--- src/rtl/core/complex_arithmetic_unit_macros.svh ---
// assertion macros shared by the complex arithmetic unit
`ifndef COMPLEX_ARITHMETIC_UNIT_MACROS_SVH
`define COMPLEX_ARITHMETIC_UNIT_MACROS_SVH

// same-cycle implication, checked outside reset
`define CAU_ASSERT_IMPLY(label, clk, rst_n, ante, cons, msg) \
    label: assert property (@(posedge clk) disable iff (!rst_n) (ante) |-> (cons)) \
        else $error(msg);

// next-cycle implication, checked outside reset
`define CAU_ASSERT_NEXT(label, clk, rst_n, ante, cons, msg) \
    label: assert property (@(posedge clk) disable iff (!rst_n) (ante) |=> (cons)) \
        else $error(msg);

`endif

--- src/rtl/core/cau_pkg.sv ---
// package: constants, types and helpers of the complex arithmetic unit
`timescale 1ns / 1ps

package cau_pkg;

    localparam int FRAC_BITS    = 24;
    localparam int MAX_EXPONENT = 15;

    localparam int DATA_W = 32;
    localparam int INT_W  = 8;
    localparam int EXP_W  = 4;
    localparam int CMD_W  = 4;
    localparam int PROD_W = 2 * DATA_W;
    localparam int ACC_W  = PROD_W + 1;
    localparam int REM_W  = PROD_W + 1;
    localparam int DVD_W  = PROD_W + FRAC_BITS;
    localparam int STEP_W = $clog2(DVD_W + 1);
    localparam int SQRT_STEPS = DATA_W;
    localparam int POW_W  = $clog2(MAX_EXPONENT + 1);
    localparam int K_W    = 3;

    localparam int IN_DATA_W  = 176;
    localparam int OUT_DATA_W = 2 * DATA_W;

    typedef enum logic [CMD_W-1:0] {
        CMD_ADD    = 4'd0,
        CMD_SUB    = 4'd1,
        CMD_MUL    = 4'd2,
        CMD_DIV    = 4'd3,
        CMD_SCALE  = 4'd4,
        CMD_RDIV   = 4'd5,
        CMD_ADDINT = 4'd6,
        CMD_SUBINT = 4'd7,
        CMD_POW    = 4'd8,
        CMD_MOD    = 4'd9
    } t_cmd;

    typedef enum logic [1:0] {
        TGT_RE  = 2'd0,
        TGT_IM  = 2'd1,
        TGT_DEN = 2'd2
    } t_tgt;

    // one multiply-accumulate step of the sequencer
    typedef struct packed {
        logic signed [DATA_W-1:0] ma;
        logic signed [DATA_W-1:0] mb;
        t_tgt                     tgt;
        logic                     sub;
        logic                     last;
    } t_mstep;

    // request to the shared divide / square-root unit
    typedef struct packed {
        logic              start;
        logic              sqrt_mode;
        logic              neg;
        logic [PROD_W-1:0] mag;
        logic [PROD_W-1:0] den;
    } t_ds_req;

    typedef struct packed {
        logic              done;
        logic [DATA_W-1:0] value;
        logic              ov;
    } t_ds_rsp;

    typedef struct packed {
        logic [DATA_W-1:0] value;
        logic              ov;
    } t_sat;

    localparam logic signed [ACC_W-1:0] SAT_HI =
        {{(ACC_W-DATA_W+1){1'b0}}, {(DATA_W-1){1'b1}}};
    localparam logic signed [ACC_W-1:0] SAT_LO =
        {{(ACC_W-DATA_W+1){1'b1}}, {(DATA_W-1){1'b0}}};

    // saturate a wide signed value to the data width
    function automatic t_sat sat_data(input logic signed [ACC_W-1:0] x);
        t_sat r;
        r.value = x[DATA_W-1:0];
        r.ov    = 1'b0;
        if (x > SAT_HI) begin
            r.value = SAT_HI[DATA_W-1:0];
            r.ov    = 1'b1;
        end else if (x < SAT_LO) begin
            r.value = SAT_LO[DATA_W-1:0];
            r.ov    = 1'b1;
        end
        return r;
    endfunction

endpackage

--- src/rtl/core/cau_divsqrt.sv ---
// shared restoring divider and square-root unit, one result bit per cycle
`timescale 1ns / 1ps

module cau_divsqrt (
    input  logic            i_clk,
    input  logic            i_rst_n,
    input  cau_pkg::t_ds_req i_req,
    output cau_pkg::t_ds_rsp o_rsp
);
    import cau_pkg::*;

    logic                    r_busy;
    logic                    r_sqrt;
    logic                    r_neg;
    logic [DVD_W-1:0]        r_dvd;
    logic [REM_W-1:0]        r_rem;
    logic [PROD_W-1:0]       r_den;
    logic [DATA_W:0]         r_q;
    logic                    r_qov;
    logic [STEP_W-1:0]       r_step;
    logic                    r_done;
    logic [DATA_W-1:0]       r_val;
    logic                    r_ov;

    logic [REM_W-1:0]        w_rem_sh;
    logic [REM_W-1:0]        w_sub;
    logic                    w_ge;
    logic [REM_W-1:0]        n_rem;
    logic [DATA_W:0]         n_q;
    logic                    n_qov;
    logic                    w_last;
    logic [DATA_W:0]         w_lim;
    logic                    w_over;
    logic [DATA_W-1:0]       w_val;

    // one compare-subtract step, shared by both modes
    always_comb begin
        if (r_sqrt) begin
            w_rem_sh = {r_rem[REM_W-3:0], r_dvd[DVD_W-1 -: 2]};
            w_sub    = REM_W'({r_q[DATA_W-1:0], 2'b01});
        end else begin
            w_rem_sh = {r_rem[REM_W-2:0], r_dvd[DVD_W-1]};
            w_sub    = REM_W'(r_den);
        end
        w_ge   = (w_rem_sh >= w_sub);
        n_rem  = w_ge ? (w_rem_sh - w_sub) : w_rem_sh;
        n_q    = {r_q[DATA_W-1:0], w_ge};
        n_qov  = r_qov | (!r_sqrt & r_q[DATA_W]);
        w_last = r_sqrt ? (r_step == STEP_W'(SQRT_STEPS - 1))
                        : (r_step == STEP_W'(DVD_W - 1));
    end

    // final clamp and sign
    always_comb begin
        w_lim = r_neg ? {2'b01, {(DATA_W-1){1'b0}}} : {2'b00, {(DATA_W-1){1'b1}}};
        if (r_sqrt) begin
            w_over = n_q[DATA_W] | n_q[DATA_W-1];
            w_val  = w_over ? {1'b0, {(DATA_W-1){1'b1}}} : n_q[DATA_W-1:0];
        end else begin
            w_over = n_qov | (n_q > w_lim);
            if (w_over) begin
                w_val = w_lim[DATA_W-1:0];
            end else begin
                w_val = r_neg ? (~n_q[DATA_W-1:0] + 1'b1) : n_q[DATA_W-1:0];
            end
        end
    end

    // control
    always_ff @(posedge i_clk) begin
        if (!i_rst_n) begin
            r_busy <= 1'b0;
            r_done <= 1'b0;
        end else begin
            r_done <= 1'b0;
            if (i_req.start) begin
                r_busy <= 1'b1;
            end else if (r_busy && w_last) begin
                r_busy <= 1'b0;
                r_done <= 1'b1;
            end
        end
    end

    // datapath
    always_ff @(posedge i_clk) begin
        if (i_req.start) begin
            r_sqrt <= i_req.sqrt_mode;
            r_neg  <= i_req.neg;
            r_dvd  <= {i_req.mag, {FRAC_BITS{1'b0}}};
            r_den  <= i_req.den;
            r_rem  <= '0;
            r_q    <= '0;
            r_qov  <= 1'b0;
            r_step <= '0;
        end else if (r_busy) begin
            r_dvd  <= r_sqrt ? (r_dvd << 2) : (r_dvd << 1);
            r_rem  <= n_rem;
            r_q    <= n_q;
            r_qov  <= n_qov;
            r_step <= r_step + 1'b1;
            if (w_last) begin
                r_val <= w_val;
                r_ov  <= w_over;
            end
        end
    end

    assign o_rsp.done  = r_done;
    assign o_rsp.value = r_val;
    assign o_rsp.ov    = r_ov;

endmodule

--- config.mk ---
export PLATFORM = sky130hd
export DESIGN_NAME = cau_divsqrt
export DESIGN_NICKNAME = d
export VERILOG_FILES = /design/src/rtl/core/complex_arithmetic_unit_macros.svh /design/src/rtl/core/cau_pkg.sv /design/src/rtl/core/cau_divsqrt.sv
export SDC_FILE = /design/constraint.sdc
export NUM_CORES = 1
export LEC_CHECK = 0
export ABC_AREA = 1
export BUFFER_PORTS_ARGS = -buffer_cell sky130_fd_sc_hd__buf_2
export CORE_MARGIN = 4
export CORE_UTILIZATION = 51
export DETAILED_ROUTE_END_ITERATION = 16
export GPL_TIMING_DRIVEN = 0
export PLACE_DENSITY = 0.7
export SLEW_MARGIN = 30
export SYNTH_ARGS = -nofsm -noshare
export SYNTH_HDL_FRONTEND = slang
export SYNTH_SLANG_ARGS = --single-unit
--- constraint.sdc ---
create_clock -name i_clk -period 5.9 [get_ports i_clk]
set_input_delay 0.59 -clock i_clk [delete_from_list [all_inputs] [get_ports i_clk]]
set_output_delay 0.59 -clock i_clk [all_outputs]
set_load 0.01 [all_outputs]
Word level (Yosys, flattened, before mapping). Cells that the tools add are included.

Bits in registers: 294. Input port bits: 133. Output and inout bits: 34. Word-level logic and storage cells: 49.

$add $sub $neg: 3. Magnitude comparators: 2. Eq/ne operators: 2. Mux-type cells: 16. Bitwise logic cells: 7. Reductions and logical operators: 6.

Operators by type and width (number): $mux W88 (3); $mux W32 (5); $mux W64 (2); $ge A65 B64 Y1 (1); $mux W65 (1); $sub A64 B64 Y64 (1); $gt A33 B32 Y1 (1); $add A32 B1 Y32 const B (1); $not A32 Y32 (1); $add A7 B1 Y7 const B (1); $eq A7 B5 Y1 const B (1); $eq A7 B7 Y1 const B (1); $mux W1 (5); $reduce_bool A2 Y1 (2); $or A1 B1 Y1 (3); $reduce_and A3 Y1 (1); $not A1 Y1 (2); $reduce_or A2 Y1 (1); $and A1 B1 Y1 (1); $logic_and A1 B1 Y1 (1); $logic_not A1 Y1 (1).

Depth between registers and ports, before layout. Gate-level depths: netlist of run 1.

Depth in word-level cells: 7. Depth in mapped cells: 38. Gate-level depth less buffers: 34.

Worst setup path before layout of run 1. No wires, ideal clock.

Path type: reg-to-reg. Start: register r_sqrt. End: register r_val[26] (data pin). Setup time: 0.255 ns. Data arrival time: 4.614 ns. Data required time: 5.645 ns. Slack: 1.032 ns. Stages on the path, launching flop included: 36. Period minus slack after synthesis: 4.868 ns. Path through: edfxtp_1 > buf_6 > clkbuf_1 > clkbuf_1 > buf_1 > mux2i_1 > ha_1 > nand2_1 > inv_1 > nand2_1 > inv_1 > nand2_1 > nand2_1 > a21oi_1 > nand3_2 > nand2_2 > nand2_4 > inv_2 > buf_6 > buf_6 > ha_1 > nand3_2 > nor3_2 > nand3_1 > nor2_2 > nand3_1 > nor2_1 > nor2_1 > nor2_2 > o21ai_1 > nand2_1 > inv_1 > o21ai_1 > nand2_1 > nand2_1 > nand2_1.

Cells in the longest elaborated chain, start to end: 7. Elaborated cells on any way between the ends: 13. Those cells by class: 1 x add/sub; 2 x order compare; 5 x mux; 4 x bitwise; 1 x reduce/logical.

RTL lines: start: declaration (RTL line cau_divsqrt.sv:13) `logic r_sqrt;`; start signal: assignment (RTL line cau_divsqrt.sv:88) `r_sqrt <= i_req.sqrt_mode;`; $mux W65 / $mux W64 (equally long branches) (RTL line cau_divsqrt.sv:38) `if (r_sqrt) begin`; $ge A65 B64 Y1 (RTL line cau_divsqrt.sv:45) `w_ge = (w_rem_sh >= w_sub);`; $not A32 Y32 (RTL line cau_divsqrt.sv:64) `w_val = r_neg ? (~n_q[DATA_W-1:0] + 1'b1) : n_q[DATA_W-1:0];`; $add A32 B1 Y32 (RTL line cau_divsqrt.sv:64); $mux W32 (RTL line cau_divsqrt.sv:64); $mux W32 (RTL line cau_divsqrt.sv:61) `if (w_over) begin`; $mux W32 (*) (RTL line cau_divsqrt.sv:56) `if (r_sqrt) begin`; named net w_val[26] (RTL line cau_divsqrt.sv:34) `logic [DATA_W-1:0] w_val;`; end signal: assignment (RTL line cau_divsqrt.sv:103) `r_val <= w_val;`; end: declaration (RTL line cau_divsqrt.sv:22) `logic [DATA_W-1:0] r_val;`.

The timed path passes the listed nets; every way through them passes the cells marked *. A chain may end at the register's enable or synchronous reset.

Worst setup path after layout of run 1. Ends and elaborated chain as after synthesis.

==> reports/metrics.cfg, run 1 <==
[run_status]
run_status = completed

[timing]
final_critical_path_setup_slack_ns = 0.2632
slew_headroom_pct = 28.54
finalSetupViolations = 0
finalMaxSlewViolations = 0
timing.final.crit_share_pct = 95.54
max_slew.worst_pin.slew_ns = 1.072
maxClockFrequency_ghz = 0.1774
aggregate_negative_setup_slack_ns = 0
layout_min_cycle_time_ns = 5.637
finalClockSkew_ns = 0.01834
report.final.hold_viol_count = 0

[finish]
post_layout_instance_area_um2 = 20970
layout-drive-gt1-share_pct = 13.04
nets = 2914
layout-area-overhead-vs-synth_pct = 15.01
share_of_the_core_filled_with_cells_in_the_final_layout_pct = 60.11

[route]
routed-via-count = 18630
detailedRoute.firstPassIterationCount = 9
vias_per_cell = 5.885
postRouteAntennaNets = 0
drt_drc_violations_left = 0
drtIter0Drc = 2168
routed_wirelength_mm = 68.04
routedWlPerCell_um = 21.49

[synth]
postSynthCellCount = 2475
ys_seq_elements = 270
synthesis.area_um2 = 18230
total_number_of_yosys_warnings = 0
most_used_flip_flop_cell_after_synthesis = sky130_fd_sc_hd__edfxtp_1
synth_fp_nets = 2707
post_synth.cell_area_avg_um2 = 7.367
synth_cell_types = 57
yosysSeqAreaShare_pct = 38.59
number_of_flops_mapped_to_enable_cells_by_yosys = 163
async_reset_ff_share_pct = 0

[global_route]
globalRouteTotalUtil_pct = 33.61
antenna_violations_before_repair = 2
grt.met3_usage_pct = 5.697
largest_net_degree_at_the_start_of_global_routing = 46
grt.overflow.total = 0
grt_pass1_wl_mm = 101.6
grt.busiest_layer = met2
met2_usage_pct = 56.04
grt_util_met1_pct = 42.84
vias_in_the_first_global_route = 17670

[placed_design]
routabilityCongestion = 1.036
preCtsSetupSlack_ns = -1.457
io_buffer_count = 166
dp.final_hpwl_mm = 52.08
dpl-instance-area_um2 = 19770

[clock_tree]
tritoncts = done
cts-root-buf = sky130_fd_sc_hd__clkbuf_16
cts.repair_timing.setup_buffer_count = 0
cts.sink_count = 270
cts.path.max_buffers = 3
cts-buffers-inserted = 31
cts_htree_levels = 1
cts.clk_slew.worst_paths_ns = 0.06
insertion_delay_ns = 0.59

[setup_path]
timing.setup.critical_path_class = register to register
worstPathBufferInverterCount = 7
critical_path.top_delay_family = simple AND/OR/NAND/NOR gates
timing.critical_path.arrival_ns = 5.97
critical_path.slowest_cell = sky130_fd_sc_hd__ha_1
crit_path_frequent_cell = sky130_fd_sc_hd__nand2_1
critPathCaptureType = register
worst_ep_required_time_ns = 6.24
critPathMaxFanout = 20
critPathLaunchType = register
cp_slowest_stage_delay_ns = 0.36

[flow_run]
max-cap-violations = 0

[power_and_ir_drop]
total_power_mw = 7.851
vdd_drop_max_mv = 0.2772
power_density_nw_per_um2 = 374.4
p_leak_nw = 9.375

[floorplanning]
fp.dieH_um = 197.1
placement_rows = 68
floorplan.io_pins = 167
placeableCoreArea_um2 = 34880
start_util_pct = 52.27
die-width_um = 197.1
design.die.area_um2 = 38840

[worst_hold_path]
timing.hold.worst.class = primary input to register

-- cell usage after synthesis (11+ instances only) --
library cell	count	area [um2]
sky130_fd_sc_hd__clkbuf_1	69	259.0
sky130_fd_sc_hd__buf_1	16	60.06
sky130_fd_sc_hd__mux2i_1	16	160.2
sky130_fd_sc_hd__xor2_1	30	262.8
sky130_fd_sc_hd__edfxtp_1	163	4895
sky130_fd_sc_hd__nand3_1	89	445.4
sky130_fd_sc_hd__o21bai_1	17	127.6
sky130_fd_sc_hd__ha_1	98	1226
sky130_fd_sc_hd__a21boi_0	16	120.1
sky130_fd_sc_hd__nor2_1	224	840.8
sky130_fd_sc_hd__o21ai_0	175	875.8
sky130_fd_sc_hd__dfxtp_1	107	2142
sky130_fd_sc_hd__nand2_2	11	68.82
sky130_fd_sc_hd__nand4_1	16	100.1
sky130_fd_sc_hd__o211ai_1	17	127.6
sky130_fd_sc_hd__a21oi_1	275	1376
sky130_fd_sc_hd__o21ai_1	39	195.2
sky130_fd_sc_hd__xnor2_1	32	280.3
sky130_fd_sc_hd__o22ai_1	57	356.6
sky130_fd_sc_hd__nor2_2	15	93.84
sky130_fd_sc_hd__nor4_1	17	106.4
sky130_fd_sc_hd__nand2_1	594	2230
sky130_fd_sc_hd__inv_1	252	945.9
sky130_fd_sc_hd__nor3_1	21	105.1
-- final timing paths --
| path | slack, ns | cells past startpoint | start | endpoint |
|---|---|---|---|---|
| setup reg to reg | 0.26 | 33 | r_sqrt | r_val[26] |
| hold / removal | 0.17 | 1 | i_req[25] | r_den[25] |
| setup / recovery | 0.26 | 33 | r_sqrt | r_val[26] |
| hold reg to reg | 0.46 | 2 | r_rem[38] | r_rem[38] |
-- cells in the final DEF, fill, tap and decap left out, types with 9 or more instances in the layout --
cell type and instances:
sky130_fd_sc_hd__a21o_1 9, sky130_fd_sc_hd__a21oi_1 272, sky130_fd_sc_hd__a31oi_1 9, sky130_fd_sc_hd__buf_1 12, sky130_fd_sc_hd__buf_2 181, sky130_fd_sc_hd__buf_6 9, sky130_fd_sc_hd__clkbuf_1 55, sky130_fd_sc_hd__clkbuf_16 32
sky130_fd_sc_hd__clkbuf_2 13, sky130_fd_sc_hd__dfxtp_1 107, sky130_fd_sc_hd__edfxtp_1 163, sky130_fd_sc_hd__ha_1 97, sky130_fd_sc_hd__inv_1 252, sky130_fd_sc_hd__mux2i_1 9, sky130_fd_sc_hd__nand2_1 593, sky130_fd_sc_hd__nand2_2 12
sky130_fd_sc_hd__nand3_1 89, sky130_fd_sc_hd__nand4_1 16, sky130_fd_sc_hd__nor2_1 224, sky130_fd_sc_hd__nor2_2 14, sky130_fd_sc_hd__nor3_1 21, sky130_fd_sc_hd__nor4_1 16, sky130_fd_sc_hd__o211ai_1 17, sky130_fd_sc_hd__o21ai_0 174
sky130_fd_sc_hd__o21ai_1 40, sky130_fd_sc_hd__o21bai_1 17, sky130_fd_sc_hd__o22ai_1 57, sky130_fd_sc_hd__xnor2_1 32, sky130_fd_sc_hd__xor2_1 30
-- per-stage QoR --
| stage | std cells | hold slack, ns |
|---|---|---|
| 4_1_cts | 3163 | 0.1518 |
| 3_5_place_dp | 3106 | 0.4517 |
| 3_3_place_gp | 3096 | 0.4426 |
| 2_1_floorplan | 2475 | 0.4265 |
| 5_1_grt | 3164 | 0.1554 |
| 6_report | 3166 | 0.1730 |
-- metal layers --
metal  vias up  share of wire (%)
li1       8811                  -
met2       930                 47
met4         0                5.4
met5         -                  0
met1      8665                 40
met3       225                8.6
-- timing repair --
item,CTS,global route
pin swaps,0,2
gates resized for setup,40,56
hold buffers,0,0
gates cloned,0,0
setup endpoints to repair,33,28
-- worst register-to-register path: cells and delay by family (launching register included) --
family | cells | cell delay (ns)
compound gates | 5 | 0.71
fa+ha+maj | 2 | 0.57
buf+inv | 7 | 1.25
flops | 1 | 0.34
simple gates | 19 | 2.52
-- final cells by class --
class	instances	area, um2
Clock buffer	45	879.6
Buffer	105	583.1
Antenna cell	4	10.01
Timing Repair Buffer	176	953.4
Clock inverter	13	130.1
Inverter	265	999.7
Fill cell	3340	13910
Sequential cell	270	7037
Multi-Input combinational cell	1833	9807
Tap cell	455	569.3
-- state kept, by name, indices dropped and copies added (netlist names) --
register / count
r_qov: 1
r_dvd: 64
r_ov: 1
r_busy: 1
r_done: 1
r_rem: 64
r_q: 33
r_sqrt: 1
r_neg: 1
r_den: 64
r_val: 32
r_step: 7
-- power breakdown --
part           switching, mW  internal, mW
sequential             0.101          2.22
clock                  0.820          1.12
combinational           2.44          1.14
-- logic make-up (layout without fill, tap and decap cells) --
kind of cell | Yosys count | in the layout | share of synthesized area (%)
fa+ha+maj | 99 | 99 | 6.835
flops | 270 | 270 | 38.59
buf+inv | 372 | 604 | 8.166
xor+xnor | 62 | 62 | 2.978
simple gates | 1014 | 1014 | 23.13
compound gates | 642 | 642 | 19.42
other cells | 0 | 4 | 0
mux | 16 | 16 | 0.8784
No activity file was read; power rests on OpenSTA's default activity.
==> inputs of run 2 (changes only) <==
--- a/config.mk
+++ b/config.mk
@@ -7,7 +7,6 @@
 export LEC_CHECK = 0
 export ABC_AREA = 1
 export BUFFER_PORTS_ARGS = -buffer_cell sky130_fd_sc_hd__buf_2
-export CORE_MARGIN = 4
 export CORE_UTILIZATION = 51
 export DETAILED_ROUTE_END_ITERATION = 16
 export GPL_TIMING_DRIVEN = 0
==> run 2 against run 1 <==
Net effect: flip-flop and latch count did not move; first-iteration DRC count is 13% lower; critical endpoint unchanged; largest power group unchanged; utilization shrank 0.23 points; register-to-register slack improved by 0.05 ns; critical path depth rose by 3.
==> reports/metrics.cfg, run 2 (same netlist as run 1, synthesis figures left out) <==
[global_route]
grt_pass1_wl_mm = 98.19
vias_in_the_first_global_route = 17230
grt.met3_usage_pct = 4.994
grt.overflow.total = 0
largest_net_degree_at_the_start_of_global_routing = 50
grt.busiest_layer = met2
antenna_violations_before_repair = 0
met2_usage_pct = 58.81
globalRouteTotalUtil_pct = 35.71
grt_util_met1_pct = 45.32

[finish]
final.fill_count = 3332
layout.cells.non_filler = 3161
nets = 2913
antennaDiodeCount = 0
most_common_library_cell_in_the_layout_ignoring_fill_and_taps = sky130_fd_sc_hd__nand2_1
layout-area-overhead-vs-synth_pct = 14.58
layout-drive-gt1-share_pct = 12.93
reg.largest.list = r_den: 64 flops, r_dvd: 64 flops, r_rem: 64 flops
layout_common_cells = 589 x sky130_fd_sc_hd__nand2_1, 273 x sky130_fd_sc_hd__a21oi_1, 252 x sky130_fd_sc_hd__inv_1
post_layout_instance_area_um2 = 20890

[clock_tree]
insertion_delay_ns = 0.59
cts-buffers-inserted = 31
post_cts_hold_buffer_count = 0
cts_htree_levels = 1
cts-root-buf = sky130_fd_sc_hd__clkbuf_16
tritoncts = done
cts.sink_count = 270
cts.clk_slew.worst_paths_ns = 0.06
cts.path.max_buffers = 3

[placed_design]
io_buffer_count = 166
routabilityCongestion = 1.071
dp.final_hpwl_mm = 50.55
dpl.cell_count = 3105
dpl-instance-area_um2 = 19740
preCtsSetupSlack_ns = -1.305

[route]
drt_drc_violations_left = 0
routedWlPerCell_um = 20.86
drtIter0Drc = 1888
detailedRoute.firstPassIterationCount = 5
routed_wirelength_mm = 65.93
postRouteAntennaNets = 0
routed-via-count = 18310
vias_per_cell = 5.792

[timing]
maxClockFrequency_ghz = 0.1790
final_critical_path_setup_slack_ns = 0.3127
finalMaxSlewViolations = 0
rsz0062_at_grt = false
aggregate_negative_setup_slack_ns = 0
slew_headroom_pct = 33.37
finalSetupViolations = 0
report.final.hold_viol_count = 0
layout_min_cycle_time_ns = 5.587
timing.final.crit_share_pct = 94.70
max_slew.worst_pin.slew_ns = 0.9995
finalClockSkew_ns = 0.02735

[flow_run]
max-cap-violations = 0

[setup_path]
critPathCaptureType = register
worst_ep_required_time_ns = 6.24
cp_slowest_stage_delay_ns = 0.56
timing.setup.critical_path_class = register to register
critical_path.top_delay_family = simple AND/OR/NAND/NOR gates
critPathLaunchType = register
critical_path.slowest_cell = sky130_fd_sc_hd__a21boi_0
crit_path_frequent_cell = sky130_fd_sc_hd__nand2_1
origin_of_the_critical_flop_to_flop_path = r_sqrt
timing.critical_path.arrival_ns = 5.93
register_to_register_setup_slack_ns = 0.31
worst_reg2reg_path_length_in_cells = 36
critPathMaxFanout = 20
worstPathBufferInverterCount = 7
r2r-end = r_val[26]
critical_path_depth = 36

[power_and_ir_drop]
total_power_mw = 7.775
power_density_nw_per_um2 = 372.2
vdd_drop_max_mv = 0.2747
p_leak_nw = 9.359

[run_status]
run_status = completed

[worst_hold_path]
hold-path-cell-count = 1
timing.hold.worst.class = primary input to register
hold_start = i_req[8]
min_to = r_den[8]

[floorplanning]
floorplan.io_pins = 167
placeableCoreArea_um2 = 34880
fp.dieH_um = 191.1
placement_rows = 68
design.die.area_um2 = 36510
die-width_um = 191.1
start_util_pct = 52.27

==> run 2: worst register-to-register path: cells and delay by family (launching register included) <==
kind / cells / cell delay [ns]
simple gates: 24 / 2.51
buf+inv: 7 / 1.02
compound gates: 3 / 0.82
fa+ha+maj: 2 / 0.66
flops: 1 / 0.37
==> run 2: where the power goes <==
part	leakage, nW	total, mW	internal (mW)	switching [mW]
combinational	6.42	3.56	1.13	2.42
clock	0.485	1.90	1.09	0.807
sequential	2.45	2.32	2.22	0.100
==> run 2: how the worst max path moves through the flow <==
stage / from / to / slack [ns]
6_report: r_sqrt / r_val[26] / 0.31
5_1_grt: r_sqrt / r_val[26] / 0.05
4_1_cts: r_sqrt / r_val[26] / 0.003
3_5_place_dp: r_sqrt / r_val[26] / -1.31
3_3_place_gp: i_req[130] / r_val[30] / -1.27
2_1_floorplan: r_sqrt / r_val[26] / 1.03
==> run 2: layout make-up <==
type | count | area, um2 | area share [%]
Clock buffer | 41 | 843.3 | 4.037
Inverter | 265 | 999.7 | 4.786
Multi-Input combinational cell | 1833 | 9777 | 46.80
Sequential cell | 270 | 7037 | 33.68
Timing Repair Buffer | 175 | 922.1 | 4.414
Buffer | 105 | 598.1 | 2.863
Tap cell | 455 | 569.3 | 2.725
Clock inverter | 17 | 143.9 | 0.6888
==> run 2: per-layer routing <==
metal	routed length, um	vias to the layer above
li1	-	8780
met1	26930	8505
met2	30550	828
met3	4883	195
met4	3566	0
met5	0	-
==> run 2: stage by stage <==
stage	hold WS, ns	util [%]
2_1_floorplan	0.4265	-
3_3_place_gp	0.4435	56.28
3_5_place_dp	0.4453	56.57
4_1_cts	0.1549	59.58
5_1_grt	0.1606	59.89
6_report	0.1723	59.89
==> run 2: what timing repair did <==
action,in CTS,in global routing
gates cloned,0,0
resized for setup,34,74
buffers inserted,0,0
endpoints found under the setup margin,33,33
pin swaps,0,0
hold endpoints to repair,0,0
